$ cat config.mk
export PLATFORM = sky130hd
export DESIGN_NAME = usb_msc_descriptor_scanner
export DESIGN_NICKNAME = d
export VERILOG_FILES = /design/src/rtl/usbmsc_pkg.sv /design/src/rtl/usb_msc_descriptor_scanner.sv
export SDC_FILE = /design/constraint.sdc
export NUM_CORES = 1
export LEC_CHECK = 0
export BUFFER_PORTS_ARGS = -buffer_cell sky130_fd_sc_hd__clkbuf_2
export CAP_MARGIN = 25
export CORE_MARGIN = 2
export CORE_UTILIZATION = 60
export CTS_CLUSTER_SIZE = 14
export DETAILED_ROUTE_END_ITERATION = 12
export GPL_TIMING_DRIVEN = 0
export HOLD_SLACK_MARGIN = 0.02
export PLACE_DENSITY = 0.78
export SLEW_MARGIN = 20
export SYNTH_ARGS = -nofsm -noshare
export SYNTH_HDL_FRONTEND = slang
export SYNTH_SLANG_ARGS = --single-unit
$ cat constraint.sdc
create_clock -name clk -period 7.51 [get_ports clk]
set_input_delay 0.3755 -clock clk [delete_from_list [all_inputs] [get_ports clk]]
set_output_delay 0.3755 -clock clk [all_outputs]
set_load 0.05 [all_outputs]
$ cat src/rtl/usbmsc_pkg.sv
`timescale 1ns / 1ps
// Shared types, constants and match functions for the USB mass-storage
// descriptor scanner. No dependencies.
package usbmsc_pkg;

    localparam logic [7:0] TYPE_INTERFACE = 8'h04;
    localparam logic [7:0] TYPE_ENDPOINT  = 8'h05;
    localparam logic [7:0] ATTR_BULK      = 8'h02;
    localparam int unsigned DIR_IN_BIT    = 7;
    localparam logic [7:0] CLASS_RESET    = 8'h08;
    localparam logic [15:0] POS_MAX       = 16'hFFFF;

    // Header byte positions.
    localparam logic [15:0] POS_HDR_LEN   = 16'd0;
    localparam logic [15:0] POS_TOTAL_LO  = 16'd2;
    localparam logic [15:0] POS_TOTAL_HI  = 16'd3;
    localparam logic [15:0] POS_CFG_VALUE = 16'd5;

    // Offsets inside a sub-descriptor.
    localparam logic [7:0] OFS_TYPE      = 8'd1;
    localparam logic [7:0] OFS_IFACE_NUM = 8'd2;
    localparam logic [7:0] OFS_EP_ADDR   = 8'd2;
    localparam logic [7:0] OFS_EP_ATTR   = 8'd3;
    localparam logic [7:0] OFS_CLASS     = 8'd5;
    localparam logic [7:0] OFS_SUBCLASS  = 8'd6;
    localparam logic [7:0] OFS_PROTOCOL  = 8'd7;

    typedef enum logic [1:0] {
        STATUS_OK        = 2'd0,
        STATUS_NO_IFACE  = 2'd1,
        STATUS_NO_EP     = 2'd2,
        STATUS_ZERO_LEN  = 2'd3
    } status_t;

    typedef struct packed {
        status_t    status;
        logic [7:0] interface_number;
        logic [3:0] in_endpoint;
        logic [3:0] out_endpoint;
        logic [7:0] config_id;
    } result_t;

    function automatic logic subclass_ok(input logic [7:0] s);
        return (s == 8'h06) || (s == 8'h01) || (s == 8'h02) ||
               (s == 8'h04) || (s == 8'h05);
    endfunction

    function automatic logic protocol_ok(input logic [7:0] p);
        return (p == 8'h50) || (p == 8'h00) || (p == 8'h01) ||
               (p == 8'h02) || (p == 8'h62);
    endfunction

endpackage

$ cat src/rtl/usb_msc_descriptor_scanner.sv
`timescale 1ns / 1ps
// Top level of the USB mass-storage configuration descriptor scanner.
// Depends on usbmsc_pkg for constants, result type and match functions.
//
//  channel   | handshake               | payload
//  ----------+-------------------------+---------------------------------------------
//  input     | in_valid / in_stall     | desc_byte, last_byte
//  result    | out_valid / out_stall   | status, interface_number, in_endpoint,
//            |                         | out_endpoint, config_id
//  config    | cfg_wr_en               | cfg_wr_data (device_class)
//
// One byte is taken per cycle while in_stall is low; the scan state updates in the
// cycle the byte is accepted and a result, given only for the byte marked last, is registered.
// A two-entry output queue (result register plus skid) lets input continue
// while a result waits; in_stall rises only when both entries are full.
// Reset clears the scan state and sets device_class to mass storage (8).
module usb_msc_descriptor_scanner (
    input  logic       clk,
    input  logic       rst_n,
    input  logic       in_valid,
    output logic       in_stall,
    input  logic [7:0] desc_byte,
    input  logic       last_byte,
    output logic       out_valid,
    input  logic       out_stall,
    output logic [1:0] status,
    output logic [7:0] interface_number,
    output logic [3:0] in_endpoint,
    output logic [3:0] out_endpoint,
    output logic [7:0] config_id,
    input  logic       cfg_wr_en,
    input  logic [7:0] cfg_wr_data
);

    logic [7:0]  device_class_reg;
    logic [7:0]  header_len_reg, header_len_next;
    logic [15:0] total_len_reg, total_len_next;
    logic [15:0] stream_pos_reg, stream_pos_next;
    logic [7:0]  desc_len_reg, desc_len_next;
    logic [7:0]  desc_offset_reg, desc_offset_next;
    logic [7:0]  desc_type_reg, desc_type_next;
    logic [7:0]  cand_num_reg, cand_num_next;
    logic [7:0]  cand_class_reg, cand_class_next;
    logic [7:0]  cand_sub_reg, cand_sub_next;
    logic [7:0]  cand_proto_reg, cand_proto_next;
    logic [7:0]  ep_address_reg, ep_address_next;
    logic        iface_found_reg, iface_found_next;
    logic [7:0]  iface_num_reg, iface_num_next;
    logic [3:0]  in_ep_reg, in_ep_next;
    logic [3:0]  out_ep_reg, out_ep_next;
    logic [7:0]  cfg_value_reg, cfg_value_next;
    logic        scan_done_reg, scan_done_next;
    logic        zero_err_reg, zero_err_next;

    usbmsc_pkg::result_t res_next, out_data_reg, skid_data_reg;
    logic out_valid_reg, skid_valid_reg;
    logic accept, pop, res_valid;
    logic do_eval;

    assign in_stall = skid_valid_reg;
    assign accept   = in_valid && !in_stall;
    assign pop      = out_valid_reg && !out_stall;
    assign res_valid = accept && last_byte;

    always_comb
    begin
        header_len_next  = header_len_reg;
        total_len_next   = total_len_reg;
        desc_len_next    = desc_len_reg;
        desc_offset_next = desc_offset_reg;
        desc_type_next   = desc_type_reg;
        cand_num_next    = cand_num_reg;
        cand_class_next  = cand_class_reg;
        cand_sub_next    = cand_sub_reg;
        cand_proto_next  = cand_proto_reg;
        ep_address_next  = ep_address_reg;
        iface_found_next = iface_found_reg;
        iface_num_next   = iface_num_reg;
        in_ep_next       = in_ep_reg;
        out_ep_next      = out_ep_reg;
        cfg_value_next   = cfg_value_reg;
        scan_done_next   = scan_done_reg;
        zero_err_next    = zero_err_reg;
        do_eval          = 1'b0;

        if (!scan_done_reg)
        begin
            if (stream_pos_reg == usbmsc_pkg::POS_HDR_LEN)
                header_len_next = desc_byte;
            else if (stream_pos_reg == usbmsc_pkg::POS_TOTAL_LO)
                total_len_next = {total_len_reg[15:8], desc_byte};
            else if (stream_pos_reg == usbmsc_pkg::POS_TOTAL_HI)
                total_len_next = {desc_byte, total_len_reg[7:0]};
            else if (stream_pos_reg == usbmsc_pkg::POS_CFG_VALUE)
                cfg_value_next = desc_byte;

            // The walk compares against the header length as it stands after
            // this byte, so a zero header length walks from position zero.
            if (stream_pos_reg >= {8'd0, header_len_next})
            begin
                if (desc_len_reg == 8'd0)
                begin
                    // The bound uses the total length captured so far, this byte included.
                    if (stream_pos_reg >= total_len_next)
                        scan_done_next = 1'b1;
                    else if (desc_byte == 8'd0)
                    begin
                        zero_err_next  = 1'b1;
                        scan_done_next = 1'b1;
                    end
                    else
                    begin
                        // A one-byte descriptor has no type, so it never matches.
                        desc_len_next    = (desc_byte == 8'd1) ? 8'd0 : desc_byte;
                        desc_offset_next = usbmsc_pkg::OFS_TYPE;
                        desc_type_next   = 8'd0;
                        cand_num_next    = 8'd0;
                        cand_class_next  = 8'd0;
                        cand_sub_next    = 8'd0;
                        cand_proto_next  = 8'd0;
                        ep_address_next  = 8'd0;
                    end
                end
                else
                begin
                    if (desc_offset_reg == usbmsc_pkg::OFS_TYPE)
                        desc_type_next = desc_byte;
                    else if (desc_type_reg == usbmsc_pkg::TYPE_ENDPOINT)
                    begin
                        if (desc_offset_reg == usbmsc_pkg::OFS_EP_ADDR)
                            ep_address_next = desc_byte;
                        else if (desc_offset_reg == usbmsc_pkg::OFS_EP_ATTR)
                            cand_class_next = desc_byte;
                    end
                    else
                    begin
                        if (desc_offset_reg == usbmsc_pkg::OFS_IFACE_NUM)
                            cand_num_next = desc_byte;
                        else if (desc_offset_reg == usbmsc_pkg::OFS_CLASS)
                            cand_class_next = desc_byte;
                        else if (desc_offset_reg == usbmsc_pkg::OFS_SUBCLASS)
                            cand_sub_next = desc_byte;
                        else if (desc_offset_reg == usbmsc_pkg::OFS_PROTOCOL)
                            cand_proto_next = desc_byte;
                    end

                    if ({1'b0, desc_offset_reg} + 9'd1 >= {1'b0, desc_len_reg})
                    begin
                        do_eval          = 1'b1;
                        desc_len_next    = 8'd0;
                        desc_offset_next = 8'd0;
                    end
                    else
                        desc_offset_next = desc_offset_reg + 8'd1;
                end
            end
        end

        if (do_eval)
        begin
            if (desc_type_next == usbmsc_pkg::TYPE_INTERFACE)
            begin
                if (cand_class_next == device_class_reg &&
                    usbmsc_pkg::subclass_ok(cand_sub_next) &&
                    usbmsc_pkg::protocol_ok(cand_proto_next))
                begin
                    iface_num_next   = cand_num_next;
                    iface_found_next = 1'b1;
                end
            end
            else if (desc_type_next == usbmsc_pkg::TYPE_ENDPOINT && iface_found_reg)
            begin
                if (cand_class_next == usbmsc_pkg::ATTR_BULK)
                begin
                    if (ep_address_next[usbmsc_pkg::DIR_IN_BIT])
                        in_ep_next = ep_address_next[3:0];
                    else
                        out_ep_next = ep_address_next[3:0];
                end
                if (in_ep_next != 4'd0 && out_ep_next != 4'd0)
                    scan_done_next = 1'b1;
            end
        end

        stream_pos_next = (stream_pos_reg != usbmsc_pkg::POS_MAX) ?
                          stream_pos_reg + 16'd1 : stream_pos_reg;

        if (zero_err_next)
            res_next.status = usbmsc_pkg::STATUS_ZERO_LEN;
        else if (!iface_found_next)
            res_next.status = usbmsc_pkg::STATUS_NO_IFACE;
        else if (in_ep_next == 4'd0 || out_ep_next == 4'd0)
            res_next.status = usbmsc_pkg::STATUS_NO_EP;
        else
            res_next.status = usbmsc_pkg::STATUS_OK;
        res_next.interface_number = iface_num_next;
        res_next.in_endpoint      = in_ep_next;
        res_next.out_endpoint     = out_ep_next;
        res_next.config_id        = cfg_value_next;
    end

    always_ff @(posedge clk or negedge rst_n)
    begin
        if (!rst_n)
            device_class_reg <= usbmsc_pkg::CLASS_RESET;
        else if (cfg_wr_en)
            device_class_reg <= cfg_wr_data;
    end

    always_ff @(posedge clk or negedge rst_n)
    begin
        if (!rst_n)
        begin
            header_len_reg  <= 8'd0;
            total_len_reg   <= 16'd0;
            stream_pos_reg  <= 16'd0;
            desc_len_reg    <= 8'd0;
            desc_offset_reg <= 8'd0;
            desc_type_reg   <= 8'd0;
            cand_num_reg    <= 8'd0;
            cand_class_reg  <= 8'd0;
            cand_sub_reg    <= 8'd0;
            cand_proto_reg  <= 8'd0;
            ep_address_reg  <= 8'd0;
            iface_found_reg <= 1'b0;
            iface_num_reg   <= 8'd0;
            in_ep_reg       <= 4'd0;
            out_ep_reg      <= 4'd0;
            cfg_value_reg   <= 8'd0;
            scan_done_reg   <= 1'b0;
            zero_err_reg    <= 1'b0;
        end
        else if (res_valid)
        begin
            // The last byte of a stream returns the scan to its start.
            header_len_reg  <= 8'd0;
            total_len_reg   <= 16'd0;
            stream_pos_reg  <= 16'd0;
            desc_len_reg    <= 8'd0;
            desc_offset_reg <= 8'd0;
            desc_type_reg   <= 8'd0;
            cand_num_reg    <= 8'd0;
            cand_class_reg  <= 8'd0;
            cand_sub_reg    <= 8'd0;
            cand_proto_reg  <= 8'd0;
            ep_address_reg  <= 8'd0;
            iface_found_reg <= 1'b0;
            iface_num_reg   <= 8'd0;
            in_ep_reg       <= 4'd0;
            out_ep_reg      <= 4'd0;
            cfg_value_reg   <= 8'd0;
            scan_done_reg   <= 1'b0;
            zero_err_reg    <= 1'b0;
        end
        else if (accept)
        begin
            header_len_reg  <= header_len_next;
            total_len_reg   <= total_len_next;
            stream_pos_reg  <= stream_pos_next;
            desc_len_reg    <= desc_len_next;
            desc_offset_reg <= desc_offset_next;
            desc_type_reg   <= desc_type_next;
            cand_num_reg    <= cand_num_next;
            cand_class_reg  <= cand_class_next;
            cand_sub_reg    <= cand_sub_next;
            cand_proto_reg  <= cand_proto_next;
            ep_address_reg  <= ep_address_next;
            iface_found_reg <= iface_found_next;
            iface_num_reg   <= iface_num_next;
            in_ep_reg       <= in_ep_next;
            out_ep_reg      <= out_ep_next;
            cfg_value_reg   <= cfg_value_next;
            scan_done_reg   <= scan_done_next;
            zero_err_reg    <= zero_err_next;
        end
    end

    always_ff @(posedge clk or negedge rst_n)
    begin
        if (!rst_n)
        begin
            out_valid_reg  <= 1'b0;
            skid_valid_reg <= 1'b0;
        end
        else if (skid_valid_reg)
        begin
            if (pop)
                skid_valid_reg <= 1'b0;
        end
        else if (res_valid)
        begin
            if (out_valid_reg && !pop)
                skid_valid_reg <= 1'b1;
            else
                out_valid_reg <= 1'b1;
        end
        else if (pop)
            out_valid_reg <= 1'b0;
    end

    always_ff @(posedge clk)
    begin
        if (skid_valid_reg)
        begin
            if (pop)
                out_data_reg <= skid_data_reg;
        end
        else if (res_valid)
        begin
            if (out_valid_reg && !pop)
                skid_data_reg <= res_next;
            else
                out_data_reg <= res_next;
        end
    end

    assign out_valid        = out_valid_reg;
    assign status           = out_data_reg.status;
    assign interface_number = out_data_reg.interface_number;
    assign in_endpoint      = out_data_reg.in_endpoint;
    assign out_endpoint     = out_data_reg.out_endpoint;
    assign config_id        = out_data_reg.config_id;

endmodule

==> results.yml <==
yosys:
  synth-edff-count: 52
  yosysMostFrequentCell: "nand2_1"
  syn_avg_cell_area_um2: 9.67
  ys_seq_area_share_pct: 45.2
  yosys.area.top_type: "dfrtp_1"
  synth_common_cells: "nand2_1, dfrtp_1, o21ai_0, clkbuf_1, nor2_1"
  synth_seq_cells: 190
  synth_cell_types: 81
  syn-num-nets: 1208
  netlist_area_mm2: 0.0111
  yosysWarnings: 0
  synth_flop_cell: "dfrtp_1"
  synthCells: 1147
  netlist.area_leader.share_pct: 30.9
  synth.area.top_cells: "dfrtp_1, edfxtp_1, nand2_1"
  async_reset_ff_share_pct: 72.6
die:
  dieArea_mm2: 0.0196
  core-area_mm2: 0.0180
  fp.dieW_um: 140
  io_pins: 50
  std_cell_rows: 49
  die_h_um: 140
  initial_core_util_pct: 61.6
setup_path:
  cp.depth: 21
  cp_num_buf_inv: 5
  arrival_ns: 7.14
  worstPathMaxFanout: 10
  slowest_stage: "nor4_1"
  rr_worst_depth: 21
  path_class: "flop to flop"
  cp-start-kind: "flop"
  worstSetupEndpoint: "status[0]"
  r2r_slack_ns: 0.56
  crit_start: "stream_pos_reg[10]"
  r2r_end: "status[0]"
  slowest_delay_ns: 0.62
  required_ns: 7.70
  crit_chain: "nor4_1 > nand4_1 > nor3_1 > and3b_1 > clkbuf_1 > mux2i_1 > ha_1 > nand4_1 > o21bai_1 > or4_1 > o21ai_1 > buf_2 > a21oi_1 > o2111ai_1 > or4b_1 > a211o_1 > buf_2 > or2_1 > buf_6 > buf_6 > a221o_1"
  endpoint_kind: "flop"
  r2r_start: "stream_pos_reg[10]"
  path_delay_family: "simple AND/OR/NAND/NOR gates"
placed_design:
  globalplace.congestion: 1.02
  dp_hpwl_um: 22600
  dp_cells: 1425
  place_area_mm2: 0.0117
  port_buffers: 47
timing:
  final.period_utilization_pct: 92.5
  worstMarginPinSlew_ns: 1.05
  rsz0062_at_grt: "no"
  min_period_ns: 6.95
  tns_ns: 0
  maxSlewHeadroom_pct: 29.8
  setup_violations: 0
  max_freq_ghz: 0.144
  timing.final.max_slew_violations: 0
  fin_worst_skew_ns: 0.0175
  hold_viol_final: 0
routing:
  dr_wl_met2_um: 14500
  dr_wl_met3_um: 3060
  drtIter0Drc: 1268
  drt-met1-wl_um: 13500
  wire_per_inst_um: 22.0
  viasPerCell: 6.75
  top_layer: "met4"
  vias: 9850
  ant_nets: 0
  drtPass1Iterations: 8
  wirelength_um: 32100
  drc: 0
cts:
  cts_tree: "built"
  htree_num_levels: 4
  cts_buffers: 17
  clk_path_buf_depth: 2
  cts_setup_buffers: 0
  cts_sinks: 190
  worstSkewPairLatency_ns: 0.44
  clock-root-buffer: "clkbuf_16"
  clkTransAtPathRegs_ns: 0.07
cells_and_area:
  nFillCells: 1405
  largest_reg_flops: 26
  finalNonFillerCells: 1459
  area_growth_pct: 10.5
  stdcell_area_mm2: 0.0123
  final_nets: 1277
  drive_above_1_share_pct: 12.5
pwr:
  powerDensity_mw_per_mm2: 345
  ir_drop_uv: 208
  leakage_nw: 5.13
  p_total_mw: 4.24
min_path:
  min_from: "cfg_wr_data[7]"
  hold_path.class: "input port to flop"
grt:
  track_usage_pct: 32.8
  grt_pass1_vias: 9370
  gr-total-overflow: 0
  antenna_found_initial: 0
  grt_pass1_wl_um: 50500
  grt_max_degree: 73
job:
  max-cap-violations: 0
run_status:
  status: "finished clean"
[worst min-delay path: stages]
cell      delay, ns
clkbuf_2       0.07
nand2_1        0.04
o21ai_0        0.06
[report_power, final]
group	leakage [nW]	switching [mW]	internal [mW]
Sequential	2.37	0.112	1.24
Clock	0.257	0.427	0.439
Combinational	2.50	1.45	0.575
[kinds of logic (layout without fill, tap and decap cells)]
family,Yosys count,in the layout,synth area share [%]
multiplexers,72,72,6.99
flip-flops,190,190,45.2
AO/OA/AOI/OAI,322,322,20.4
other,0,1,0
adder cells (fa/ha/maj),39,39,4.40
buffers and inverters,102,184,3.80
AND/OR/NAND/NOR,404,404,17.8
XOR/XNOR,18,18,1.42
[routing by layer]
layer	vias to the layer above	track usage, %
met5	-	0
li1	4437	-
met3	77	7.42
met4	0	10.8
met2	535	50.9
met1	4801	46.1
[worst min path at each step]
| stage | endpoint | slack (ns) | depth (start not counted) |
|---|---|---|---|
| 2_1_floorplan | cand_class_reg[0] | 0.08 | 0 |
| 3_3_place_gp | header_len_reg[4] | 0.46 | 2 |
| 3_5_place_dp | desc_len_reg[5] | 0.41 | 1 |
| 4_1_cts | device_class_reg[7] | 0.14 | 3 |
| 5_1_grt | device_class_reg[3] | 0.16 | 2 |
| 6_report | device_class_reg[7] | 0.15 | 3 |
[cells in the final DEF (no fill, tap or decap), types with 17 or more instances in the layout]
| master | n |
|---|---|
| nor2_1 | 55 |
| mux2i_1 | 28 |
| ha_1 | 39 |
| nand2_1 | 165 |
| clkbuf_16 | 17 |
| or3_1 | 20 |
| clkbuf_1 | 58 |
| a21oi_1 | 43 |
| nand3_1 | 43 |
| o21ai_0 | 88 |
| a22o_1 | 34 |
| a22oi_1 | 22 |
| nor3_1 | 18 |
| edfxtp_1 | 52 |
| clkbuf_2 | 46 |
| inv_1 | 32 |
| mux2_2 | 44 |
| dfrtp_1 | 137 |
[what timing repair did]
action                    in CTS  in global routing
hold buffers                   1                  0
hold endpoints to repair      66                  0
gates resized for setup        0                  0
[area by class of cell]
class / instances / area (um2) / share of cell area [%]
tap: 229 / 287 / 2.34
inverter: 33 / 124 / 1.01
clock buffer: 19 / 443 / 3.61
timing repair buffer: 50 / 309 / 2.52
sequential: 190 / 5020 / 40.9
clock inverter: 13 / 108 / 0.878
multi-input combinational: 855 / 5680 / 46.3
buffer: 69 / 298 / 2.43
antenna: 1 / 2.50 / 0.0204
[per-stage QoR]
| stage | setup WS (ns) | util (%) | hold WS, ns |
|---|---|---|---|
| 4_1_cts | 0.655 | 68.0 | 0.144 |
| 3_5_place_dp | 0.705 | 64.9 | 0.415 |
| 6_report | 0.561 | 68.0 | 0.146 |
| 5_1_grt | 0.271 | 68.0 | 0.162 |
| 3_3_place_gp | 0.856 | 64.5 | 0.461 |
| 2_1_floorplan | 2.03 | - | 0.0799 |
Note: power is estimated with default switching activity, not from simulation.
